[src/hw/rtl/bpa_pkg.sv]
package bpa_pkg;

  localparam int unsigned PAGE_COUNT = 4096;
  localparam int unsigned WORD_BITS  = 64;
  localparam int unsigned MAP_WORDS  = PAGE_COUNT / WORD_BITS;
  localparam int unsigned ADDR_W     = $clog2(MAP_WORDS);
  localparam int unsigned OFF_W      = $clog2(WORD_BITS);
  localparam int unsigned POS_W      = 14;
  localparam int unsigned ALIGN_W    = 12;
  localparam logic [ALIGN_W-1:0] ALIGN_RESET = ALIGN_W'(1);

  typedef enum logic [1:0] {
    ACT_ALLOC = 2'd0,
    ACT_FREE  = 2'd1,
    ACT_CLEAR = 2'd2,
    ACT_NONE  = 2'd3
  } action_e;

  typedef struct packed {
    logic load;
    logic clash;
    logic adv;
    logic mark;
    logic wr;
    logic clr;
    logic fail;
  } bpa_cmd_t;

  typedef struct packed {
    action_e act;
    logic    bad_count;
    logic    range_empty;
    logic    used_any;
    logic    last_word;
    logic    fit_fail;
  } bpa_sts_t;

endpackage

[src/hw/rtl/bitmap_page_allocator.sv]
// Channel   | Direction | Signals                                   | Handshake
// ----------+-----------+-------------------------------------------+--------------------------
// command   | in        | action_i, page_index_i, count_i           | start & !busy
// result    | out       | start_page_o, failed_o                    | result_valid_o, 1 cycle
// config    | in        | cfg_data_i (align_mask)                   | cfg_valid_i & cfg_ready_o
//
// Steps: allocate reads and checks each bitmap word inspected (a clash restarts the
//   scan at the next aligned start), then reads and rewrites each word marked; free
//   reads and rewrites each word touched; clear and unknown actions end at decode.
//   The single-port bitmap memory's registered read puts a read before each use.
// Reset: the map reads all free at once via per-word valid flags; no sweep.
// Stalls: none; busy stays high until the cycle after the result strobe.
module bitmap_page_allocator import bpa_pkg::*; (
  input  logic               clk_i,
  input  logic               rst_ni,
  input  logic               start,
  output logic               busy,
  input  logic [1:0]         action_i,
  input  logic [11:0]        page_index_i,
  input  logic [12:0]        count_i,
  output logic               result_valid_o,
  output logic [12:0]        start_page_o,
  output logic               failed_o,
  input  logic               cfg_valid_i,
  output logic               cfg_ready_o,
  input  logic [ALIGN_W-1:0] cfg_data_i
);

  bpa_cmd_t cmd;
  bpa_sts_t sts;

  // the user must write config only while idle; the block does not enforce it, so always take it
  assign cfg_ready_o = 1'b1;

  // controller: sequences decode, scan, and read-modify-write of map words
  bpa_ctrl u_ctrl (
    .clk_i   (clk_i),
    .rst_ni  (rst_ni),
    .start_i (start),
    .sts_i   (sts),
    .cmd_o   (cmd),
    .busy_o  (busy),
    .done_o  (result_valid_o)
  );

  // datapath: bitmap memory, search pointers, alignment register, result
  bpa_datapath u_dp (
    .clk_i        (clk_i),
    .rst_ni       (rst_ni),
    .cfg_we_i     (cfg_valid_i & cfg_ready_o),
    .cfg_data_i   (cfg_data_i),
    .action_i     (action_i),
    .page_index_i (page_index_i),
    .count_i      (count_i),
    .cmd_i        (cmd),
    .sts_o        (sts),
    .start_page_o (start_page_o),
    .failed_o     (failed_o)
  );

endmodule

[src/hw/rtl/bpa_ctrl.sv]
module bpa_ctrl import bpa_pkg::*; (
  input  logic     clk_i,
  input  logic     rst_ni,
  input  logic     start_i,
  input  bpa_sts_t sts_i,
  output bpa_cmd_t cmd_o,
  output logic     busy_o,
  output logic     done_o
);

  typedef enum logic [6:0] {
    ST_IDLE = 7'b0000001,
    ST_DEC  = 7'b0000010,
    ST_RD   = 7'b0000100,
    ST_CHK  = 7'b0001000,
    ST_MRD  = 7'b0010000,
    ST_MWR  = 7'b0100000,
    ST_DONE = 7'b1000000
  } state_e;

  state_e state_q, state_d;

  always_comb begin
    state_d = state_q;
    cmd_o   = '0;
    case (state_q)
      ST_IDLE: begin
        if (start_i) begin
          cmd_o.load = 1'b1;
          state_d    = ST_DEC;
        end
      end
      ST_DEC: begin
        case (sts_i.act)
          ACT_ALLOC: begin
            if (sts_i.bad_count) begin
              cmd_o.fail = 1'b1;
              state_d    = ST_DONE;
            end else begin
              state_d = ST_RD;
            end
          end
          ACT_FREE: begin
            state_d = sts_i.range_empty ? ST_DONE : ST_MRD;
          end
          ACT_CLEAR: begin
            cmd_o.clr = 1'b1;
            state_d   = ST_DONE;
          end
          default: state_d = ST_DONE;
        endcase
      end
      ST_RD: state_d = ST_CHK;
      ST_CHK: begin
        if (sts_i.used_any) begin
          cmd_o.clash = 1'b1;
          if (sts_i.fit_fail) begin
            cmd_o.fail = 1'b1;
            state_d    = ST_DONE;
          end else begin
            state_d = ST_RD;
          end
        end else if (sts_i.last_word) begin
          cmd_o.mark = 1'b1;
          state_d    = ST_MRD;
        end else begin
          cmd_o.adv = 1'b1;
          state_d   = ST_RD;
        end
      end
      ST_MRD: state_d = ST_MWR;
      ST_MWR: begin
        cmd_o.wr = 1'b1;
        if (sts_i.last_word) begin
          state_d = ST_DONE;
        end else begin
          cmd_o.adv = 1'b1;
          state_d   = ST_MRD;
        end
      end
      ST_DONE: state_d = ST_IDLE;
      default: state_d = ST_IDLE;
    endcase
  end

  always_ff @(posedge clk_i or negedge rst_ni) begin
    if (!rst_ni) begin
      state_q <= ST_IDLE;
    end else begin
      state_q <= state_d;
    end
  end

  assign busy_o = (state_q != ST_IDLE);
  assign done_o = (state_q == ST_DONE);

endmodule

[src/hw/rtl/bpa_datapath.sv]
module bpa_datapath import bpa_pkg::*; (
  input  logic               clk_i,
  input  logic               rst_ni,
  input  logic               cfg_we_i,
  input  logic [ALIGN_W-1:0] cfg_data_i,
  input  logic [1:0]         action_i,
  input  logic [11:0]        page_index_i,
  input  logic [12:0]        count_i,
  input  bpa_cmd_t           cmd_i,
  output bpa_sts_t           sts_o,
  output logic [12:0]        start_page_o,
  output logic               failed_o
);

  localparam logic [POS_W-1:0] PAGES = POS_W'(PAGE_COUNT);

  logic [WORD_BITS-1:0] mem_q [MAP_WORDS];
  logic [MAP_WORDS-1:0] vld_q;
  logic [WORD_BITS-1:0] rdata_q;
  logic                 rvld_q;

  logic [ALIGN_W-1:0] align_q;
  action_e            act_q;
  logic [12:0]        count_q;
  logic [POS_W-1:0]   s_q, p_q, e_q;
  logic               fail_q;

  logic [ADDR_W-1:0]    waddr;
  logic [WORD_BITS-1:0] rd_eff, lo_mask, hi_mask, mask, used, wdata;
  logic [OFF_W-1:0]     hit_idx;
  logic [POS_W-1:0]     hit_pos, s_new, next_word, free_end, align_ext;
  logic [POS_W:0]       s_end;

  assign waddr   = p_q[OFF_W +: ADDR_W];
  assign rd_eff  = rvld_q ? rdata_q : '0;
  assign lo_mask = {WORD_BITS{1'b1}} << p_q[OFF_W-1:0];
  assign hi_mask = (e_q[POS_W-1:OFF_W] == p_q[POS_W-1:OFF_W])
                 ? ((WORD_BITS'(1) << e_q[OFF_W-1:0]) - WORD_BITS'(1))
                 : {WORD_BITS{1'b1}};
  assign mask    = lo_mask & hi_mask;
  assign used    = rd_eff & mask;

  // lowest used page in the window
  always_comb begin
    hit_idx = '0;
    for (int b = WORD_BITS - 1; b >= 0; b--) begin
      if (used[b]) hit_idx = OFF_W'(b);
    end
  end

  assign align_ext = POS_W'(align_q);
  assign hit_pos   = {p_q[POS_W-1:OFF_W], hit_idx};
  assign s_new     = (hit_pos + POS_W'(1) + align_ext) & ~align_ext;
  assign s_end     = {1'b0, s_new} + (POS_W+1)'(count_q);
  assign next_word = {p_q[POS_W-1:OFF_W] + (POS_W-OFF_W)'(1), OFF_W'(0)};
  assign free_end  = POS_W'(page_index_i) + POS_W'(count_i);
  assign wdata     = (act_q == ACT_ALLOC) ? (rd_eff | mask) : (rd_eff & ~mask);

  assign sts_o.act         = act_q;
  assign sts_o.bad_count   = (count_q == '0) || (POS_W'(count_q) > PAGES);
  assign sts_o.range_empty = (p_q >= e_q);
  assign sts_o.used_any    = |used;
  assign sts_o.last_word   = (next_word >= e_q);
  assign sts_o.fit_fail    = (s_end > (POS_W+1)'(PAGE_COUNT));

  always_ff @(posedge clk_i) begin
    rdata_q <= mem_q[waddr];
    if (cmd_i.wr) mem_q[waddr] <= wdata;
  end

  always_ff @(posedge clk_i or negedge rst_ni) begin
    if (!rst_ni) begin
      vld_q   <= '0;
      rvld_q  <= 1'b0;
      align_q <= ALIGN_RESET;
      act_q   <= ACT_NONE;
      fail_q  <= 1'b0;
    end else begin
      rvld_q <= vld_q[waddr];
      if (cfg_we_i) align_q <= cfg_data_i;
      if (cmd_i.clr) begin
        vld_q <= '0;
      end else if (cmd_i.wr) begin
        vld_q[waddr] <= 1'b1;
      end
      if (cmd_i.load) begin
        act_q  <= action_e'(action_i);
        fail_q <= 1'b0;
      end else if (cmd_i.fail) begin
        fail_q <= 1'b1;
      end
    end
  end

  always_ff @(posedge clk_i) begin
    if (cmd_i.load) begin
      count_q <= count_i;
      s_q     <= '0;
      if (action_e'(action_i) == ACT_FREE) begin
        p_q <= POS_W'(page_index_i);
        e_q <= (free_end > PAGES) ? PAGES : free_end;
      end else begin
        p_q <= '0;
        e_q <= POS_W'(count_i);
      end
    end else if (cmd_i.clash) begin
      s_q <= s_new;
      p_q <= s_new;
      e_q <= s_end[POS_W-1:0];
    end else if (cmd_i.mark) begin
      p_q <= s_q;
    end else if (cmd_i.adv) begin
      p_q <= next_word;
    end
  end

  assign start_page_o = (act_q != ACT_ALLOC) ? 13'd0
                      : (fail_q ? 13'(PAGE_COUNT) : s_q[12:0]);
  assign failed_o     = fail_q;

endmodule

[config.mk]
export PLATFORM = sky130hd
export DESIGN_NAME = bitmap_page_allocator
export DESIGN_NICKNAME = d
export VERILOG_FILES = /design/src/hw/rtl/bpa_pkg.sv /design/src/hw/rtl/bitmap_page_allocator.sv /design/src/hw/rtl/bpa_ctrl.sv /design/src/hw/rtl/bpa_datapath.sv
export SDC_FILE = /design/constraint.sdc
export NUM_CORES = 2
export LEC_CHECK = 0
export BUFFER_PORTS_ARGS = -buffer_cell sky130_fd_sc_hd__buf_2
export CORE_UTILIZATION = 50
export DETAILED_ROUTE_END_ITERATION = 12
export GPL_TIMING_DRIVEN = 1
export PLACE_DENSITY = 0.65
export SKIP_CTS_REPAIR_TIMING = 1
export SYNTH_ARGS = -nofsm -noshare
export SYNTH_HDL_FRONTEND = slang
export SYNTH_SLANG_ARGS = --single-unit
[constraint.sdc]
create_clock -name clk_i -period 10 [get_ports clk_i]
set_clock_uncertainty 0.15 [all_clocks]
set_input_delay 1 -clock clk_i [delete_from_list [all_inputs] [get_ports clk_i]]
set_output_delay 1 -clock clk_i [all_outputs]
set_load 0.005 [all_outputs]
; ---- Word level (Yosys, flattened, before mapping)
; Memory sizes are Yosys's and may differ from the RTL's. A register that Yosys moved wholly into a read port is not among the register bits.
; Index checks and enable logic that the tools add are counted.
[totals]
reg_bits = 142
ramBits = 4096
output_inout_bits = 17
n_memories = 1
[classes]
addsub = 6
order_cmp = 7
eq_ne = 13
shifts = 2
mux = 114
bitwise_logic = 8
n_reduce_logical = 10
[mem_list]
columns = name, words, width, read_ports, rd_ports_with_merged_regs, write_ports, line
row1 = u_dp.mem_q, 64, 64, 1, 1, 1, bpa_datapath.sv:17  ; logic [WORD_BITS-1:0] mem_q [MAP_WORDS];
[op_table]
columns = operator, count
row1 = 6-bit two-way mux, 64
row2 = 64-bit two-way mux, 5
row3 = 64-bit bitwise AND, 3
row4 = 64-bit bitwise OR, 2
row5 = 14-bit two-way mux, 8
row6 = 64-bit NOT, 1
row7 = 64-bit OR reduction, 1
row8 = 1-bit by 6-bit << shifter with 64-bit output (first input constant), 1
row9 = 64-bit by 6-bit << shifter with 64-bit output (first input constant), 1
row10 = 64-bit by 1-bit subtractor with 64-bit output (second input constant), 1
row11 = 7-bit two-way mux, 6
row12 = 7-bit case mux with 6 select lines, 1
row13 = 14-bit >= comparator, 2
row14 = 13-bit two-way mux, 2
row15 = 1-bit two-way mux, 20
row16 = 14-bit by 13-bit adder with 15-bit output, 1
row17 = 15-bit by 13-bit > comparator with 1-bit output (second input constant), 1
row18 = 12-bit by 13-bit adder with 14-bit output, 1
row19 = 14-bit by 1-bit adder with 14-bit output (second input constant), 1
row20 = 14-bit by 12-bit adder with 14-bit output, 1
row21 = 14-bit bitwise AND, 1
row22 = 14-bit by 13-bit > comparator with 1-bit output (second input constant), 1
row23 = 12-bit NOT with 14-bit output, 1
row24 = 7-bit case mux with 2 select lines, 1
row25 = other kinds (28), 33

; ---- Longest topological paths before layout
[logic_depth]
word_depth = 79
depth_mapped = 41

; ---- Hierarchy
; A second synthesis with hierarchy kept.
[unflattened]
cells_unflattened = 9279
area_unflattened_um2 = 160826.7
[by_module_without_submodules]
columns = module, n_inst, cells_per_inst, area_per_inst_um2, seq_area_each_um2
row1 = bpa_datapath, 1, 9222, 160333.8, 127796.3
row2 = bpa_ctrl, 1, 55, 481.7, 176.4
row3 = bitmap_page_allocator, 1, 2, 11.3, 0.0

; ---- Least setup slack after synthesis
; No wires, ideal clock.
[synth_path]
path_type = register to register
start = reg u_dp.e_q[0]
end = reg u_ctrl.state_q[2]
setup_ns = 0.126
arrival_time_ns = 7.313
slack_ns = 2.411
path_stages_with_launch = 39
n_path_buf = 1
period_less_slack_ns = 7.589
cell_sequence = edfxtp_1 -> or4_4 -> nor2_1 -> inv_1 -> ha_1 -> buf_2 -> inv_1 -> a21oi_1 -> o211a_2 -> nand4_1 -> a32oi_1 -> a2111oi_0 -> o21ai_0 -> a2111oi_0 -> o21ai_0 -> a21oi_1 -> o21ai_0 -> a21oi_1 -> (+3 left out) -> nand2_1 -> a21o_1 -> a21o_1 -> a21o_1 -> a21o_1 -> a31oi_1 -> xnor2_1 -> nor2_1 -> ha_1 -> or3_1 -> o21ai_0 -> a21oi_1 -> and2_1 -> a41oi_1 -> o22ai_1 -> nand3b_1 -> o211a_1 -> a221o_1
[synth_via]
elab_chain_cells = 77
elab_cells_between_ends = 80
cone_classes = add/sub (4) / order compare (2) / shift (1) / mux (69) / bitwise (3) / reduce/logical (1)
[synth_rtl]
columns = element, line
row1 = start: declaration, bpa_datapath.sv:25  ; logic [POS_W-1:0] s_q, p_q, e_q;
row2 = start signal: assignment, bpa_datapath.sv:101  ; e_q <= (free_end > PAGES) ? PAGES : free_end;
row3 = start signal: assignment, bpa_datapath.sv:104  ; e_q <= POS_W'(count_i);
row4 = start signal: assignment, bpa_datapath.sv:109  ; e_q <= s_end[POS_W-1:0];
row5 = 1-bit by 6-bit << shifter with 64-bit output *, bpa_datapath.sv:38  ; ? ((WORD_BITS'(1) << e_q[OFF_W-1:0]) - WORD_BITS'(1))
row6 = 64-bit by 1-bit subtractor with 64-bit output *, bpa_datapath.sv:38
row7 = 64-bit two-way mux *, bpa_datapath.sv:38
row8 = 64-bit bitwise AND *, bpa_datapath.sv:40  ; assign mask = lo_mask & hi_mask;
row9 = 64-bit bitwise AND *, bpa_datapath.sv:41  ; assign used = rd_eff & mask;
row10 = 6-bit two-way mux (63 in a row), bpa_datapath.sv:47  ; if (used[b]) hit_idx = OFF_W'(b);
row11 = 6-bit two-way mux *, bpa_datapath.sv:47
row12 = 14-bit by 1-bit adder with 14-bit output *, bpa_datapath.sv:53  ; assign s_new = (hit_pos + POS_W'(1) + align_ext) & ~align_ext;
row13 = 14-bit by 12-bit adder with 14-bit output *, bpa_datapath.sv:53
row14 = 14-bit bitwise AND *, bpa_datapath.sv:53
row15 = net u_dp.s_new[10], bpa_datapath.sv:31  ; logic [POS_W-1:0] hit_pos, s_new, next_word, free_end, align_ext;
row16 = 14-bit by 13-bit adder with 15-bit output *, bpa_datapath.sv:54  ; assign s_end = {1'b0, s_new} + (POS_W+1)'(count_q);
row17 = 15-bit by 13-bit > comparator with 1-bit output *, bpa_datapath.sv:64  ; assign sts_o.fit_fail = (s_end > (POS_W+1)'(PAGE_COUNT));
row18 = 7-bit two-way mux *, bpa_ctrl.sv:57  ; if (sts_i.fit_fail) begin
row19 = 7-bit two-way mux *, bpa_ctrl.sv:55  ; if (sts_i.used_any) begin
row20 = 7-bit case mux with 6 select lines *, bpa_ctrl.sv:26  ; case (state_q)
row21 = end signal: assignment, bpa_ctrl.sv:90  ; state_q <= state_d;
row22 = end: declaration, bpa_ctrl.sv:21  ; state_e state_q, state_d;
; Mark *: on every way through the listed nets, which the timed path passes. The rest lies on a longest branch.
; A chain may end at the register's enable or synchronous reset.

; ---- Final worst setup path
[layout_path]
start = reg u_dp.e_q[2]
end = reg u_dp.e_q[13], data pin
[layout_via]
elab_chain_cells = 75
[layout_rtl]
columns = element, line
row1 = 1-bit by 6-bit << shifter with 64-bit output *, bpa_datapath.sv:38
row2 = 64-bit by 1-bit subtractor with 64-bit output *, bpa_datapath.sv:38
row3 = 64-bit two-way mux *, bpa_datapath.sv:38
row4 = 64-bit bitwise AND *, bpa_datapath.sv:40
row5 = 64-bit bitwise AND *, bpa_datapath.sv:41
row6 = 6-bit two-way mux (63 in a row), bpa_datapath.sv:47
row7 = 6-bit two-way mux *, bpa_datapath.sv:47
row8 = 14-bit by 1-bit adder with 14-bit output *, bpa_datapath.sv:53
row9 = 14-bit by 12-bit adder with 14-bit output *, bpa_datapath.sv:53
row10 = 14-bit bitwise AND *, bpa_datapath.sv:53
row11 = net u_dp.s_new[10], bpa_datapath.sv:31
row12 = 14-bit by 13-bit adder with 15-bit output *, bpa_datapath.sv:54
row13 = 14-bit two-way mux *, bpa_datapath.sv:106  ; end else if (cmd_i.clash) begin
row14 = 14-bit two-way mux *, bpa_datapath.sv:96  ; if (cmd_i.load) begin
; Mark *: on every way through the listed nets, which the timed path passes. The rest lies on a longest branch. The select of a mux whose other input is x is not followed.

==> out/summary.txt <==
Yosys Warn Count: 0
register-to-register setup slack: 0.51 ns
number of instances in the placed design: 13400
count of pins over their slew limit: 20
Setup crit end kind: flip-flop
Pre-Repair DR Iteration Count: 6
row count: 208
sink of the worst hold path: u_dp.count_q[7]
clock sinks: 4302
overall power after layout: 51.0 mW
die height: 570 um
setup repair after global routing missed its margin: false
max capacitance violation total: 1
antenna violations before repair: 26
layout overhead on the synthesized area: 13.3%
TritonCTS clock tree: yes
hold path startpoint: count_i[7]
sequential area share after synthesis: 0.795
largest stage delay on the critical path: 0.58 ns
first-pass GRT wire length: 770000 um
distinct cell type count after synthesis: 107
slowest library cell on the worst path: a2111oi_0
remaining max-slew budget at the tightest pin: -0.0231
die area: 324000 um^2
Placement Setup Slack: 0.495 ns
power density relative to cell area: 280 nW/um^2
final sum of negative setup slack: 0 ns
maximum level of the CTS H-tree: 5
cell leakage power: 56.7 nW
type of origin of the critical path: flip-flop
ys async rst share: 0.0202
DRC violation total after the first TritonRoute iteration: 17000
average wire per cell in the routed design: 40.0 um
Register-to-Register Path Depth: 37
nets@finish: 9591
actual slew at the worst max-slew pin: 1.53 ns
largest buffer count on any clock path: 4
Routability Congestion: 0.936
hold path cells: 1
TritonCTS Buffers: 421
share of the core filled with cells: 0.569
worst skew pair latency: 1.00 ns
DRC errors left: 0
worst min path class: input pin to flip-flop
overflow left after global routing: 0
Core Area: 321000 um^2
Hold Violations, Final: 0
final clock period utilization by the worst path: 0.949
average vias per placed instance: 7.11
Post-DP HPWL: 299000 um
Final Critical Period: 9.49 ns
Initial Util: 0.502
capture point of the worst reg-to-reg path: u_dp.e_q[13]
min setup slack post-route: 0.515 ns
cell with the most instances on the worst path: o21ai_0
number of flops mapped to enable cells by yosys: 4137
pin count of the biggest net entering global routing: 123
average cell area after synthesis: 17.4 um^2
syn_nets: 9381
Via Count: 101000
ANT nets after route: 0
maximum fanout along the worst path: 49
number of port buffers: 58
final setup violating endpoints: 0
detailed-route wire length: 566000 um
vias in the first global route: 94000
cell count after synthesis: 9275
maximum clock rate: 105 MHz
Die Span X: 570 um
type of the worst setup path: flip-flop to flip-flop
CTS Root Cell: clkbuf_16
GRT Util Overall: 0.341
clock edge transition at the registers on the reported setup and hold paths: 0.06 ns
required time of the critical path: 10.52 ns
most instantiated flip-flop cell in the synthesis netlist: edfxtp_1
Max rail drop VDD: 0.000316 V
CP arrival: 10.00 ns
non-filler instance count after layout: 14200
share of cells above drive strength 1: 0.125
outcome: complete, but fails checks
launch point of the worst reg-to-reg path: u_dp.e_q[2]
number of top-level pins: 60
synthesized cell area: 161000 um^2
Seq cells post-synth: 4302
violated checks: capacitance limit, slew limit
==> layout by cell type, fill, tap and decap left out, types with 31 or more instances in the layout <==
cell and count:
buf_12 32, and2_1 36, nor2_4 67, a22oi_1 1463, buf_2 57, clkinv_2 82, a21oi_1 219, ha_1 60
a221oi_1 324, nor4_1 71, a22o_1 324, buf_4 322, edfxtp_1 4137, dfxtp_1 78, inv_1 51, nor2_1 108
o21ai_4 43, o21a_1 81, a31oi_1 327, clkbuf_1 86, nor3_1 49, nand2_1 202, bufinv_16 46, nand3_1 135
clkbuf_16 427, a41oi_1 82, nand4_1 154, dfrtp_1 82, o21ai_0 72, clkinv_1 102, xnor2_1 31
==> power by group <==
group          switching [mW]  total, mW  internal [mW]
Sequential              0.366       22.7           22.3
Clock                    6.81       15.9           9.06
Combinational            9.39       12.5           3.08
==> final cells by class <==
| cell class | count | area, um^2 |
|---|---|---|
| clock inverters | 266 | 2650 |
| well taps | 4305 | 5390 |
| fillers | 24100 | 138000 |
| multi-input cells | 4295 | 31800 |
| repair buffers | 412 | 3350 |
| clock buffers | 518 | 11100 |
| flip-flops and latches | 4302 | 128000 |
| inverters | 53 | 199 |
| diodes | 13 | 32.5 |
==> routing by layer <==
layer / wire [um] / track usage / vias to the layer above
met2: 254000 / 0.517 / 7803
li1: - / - / 39600
met1: 213000 / 0.481 / 52000
met4: 28100 / 0.146 / 4
met3: 71100 / 0.0733 / 1337
met5: 25 / 0 / -
==> logic make-up (layout without fill, tap and decap cells) <==
family                     count (synthesis)  in the layout  synth area share
AOI/OAI and AO/OA                       3147           3147             0.146
xor gates and xnor gates                  40             40           0.00226
adders and majority gates                 63             63           0.00503
buffers and inverters                    678           1249            0.0164
DFF                                     4302           4302             0.795
muxes                                     39             39           0.00252
other                                      1             14         0.0000233
and+or+nand+nor                         1005           1005            0.0331
==> critical path, delay by kind of cell (launching register included) <==
kind	cells	cell delay, ns
buffers and inverters	3	0.76
adders and majority gates	3	0.76
and+or+nand+nor	9	1.66
AOI/OAI and AO/OA	20	4.97
DFF	1	0.36
xor gates and xnor gates	2	0.52
==> state kept, by name, indices dropped and copies added, names as in the netlist <==
signal,count
u_ctrl.state_q,7
u_dp.act_q,2
u_dp.e_q,14
u_dp.failed_o,1
u_dp.mem_q,4096
u_dp.s_q,14
u_dp.rvld_q,1
u_dp.vld_q,64
u_dp.align_q,12
u_dp.rdata_q,64
u_dp.p_q,14
u_dp.count_q,13
==> per-stage QoR <==
stage	hold WS [ns]	cell area [um^2]
floorplan	0.275	161000
global placement	0.295	169000
detailed placement	0.309	169000
CTS	-0.240	182000
global route	0.108	182000
finish	0.141	182000
==> synthesized netlist by cell type, types with 12 or more instances <==
cell | instances | share of area
mux2_2 | 12 | 0.00084
edfxtp_1 | 4137 | 0.77
o21ai_0 | 115 | 0.0036
buf_1 | 145 | 0.0034
nand3_1 | 135 | 0.0042
nor4_1 | 71 | 0.0028
inv_1 | 51 | 0.0012
nand2_1 | 204 | 0.0048
clkbuf_1 | 443 | 0.010
buf_4 | 12 | 0.00056
o31ai_1 | 16 | 0.00075
nor2b_1 | 27 | 0.0010
a21o_1 | 23 | 0.0011
dfrtp_1 | 83 | 0.013
nand4_1 | 154 | 0.0060
and2_1 | 37 | 0.0014
a41oi_1 | 82 | 0.0045
dfxtp_1 | 78 | 0.0097
buf_2 | 21 | 0.00065
nand2b_1 | 26 | 0.0010
or3_1 | 13 | 0.00050
o21a_1 | 81 | 0.0038
and3_1 | 13 | 0.00050
a211oi_1 | 13 | 0.00061
or2_2 | 18 | 0.00070
ha_1 | 60 | 0.0047
mux2i_1 | 27 | 0.0017
a221oi_1 | 324 | 0.018
xnor2_1 | 31 | 0.0017
nor2_1 | 175 | 0.0041
a22o_1 | 324 | 0.018
a22oi_1 | 1463 | 0.068
o211ai_1 | 30 | 0.0014
a31oi_1 | 327 | 0.013
a21oi_1 | 219 | 0.0068
nor3_1 | 52 | 0.0016
==> worst max-delay path by stage <==
stage | slack, ns | cells past startpoint | from | endpoint
after global placement | 0.46 | 33 | u_dp.p_q[6] | u_dp.e_q[13]
after detailed placement | 0.50 | 34 | u_dp.p_q[6] | u_ctrl.state_q[2]
after floorplan | 2.41 | 38 | u_dp.e_q[0] | u_ctrl.state_q[2]
after global routing | 0.04 | 39 | u_dp.e_q[2] | u_ctrl.state_q[2]
after CTS | 0.45 | 33 | u_dp.p_q[6] | u_dp.e_q[13]
final | 0.51 | 37 | u_dp.e_q[2] | u_dp.e_q[13]
No activity file was read; power rests on OpenSTA's default activity.
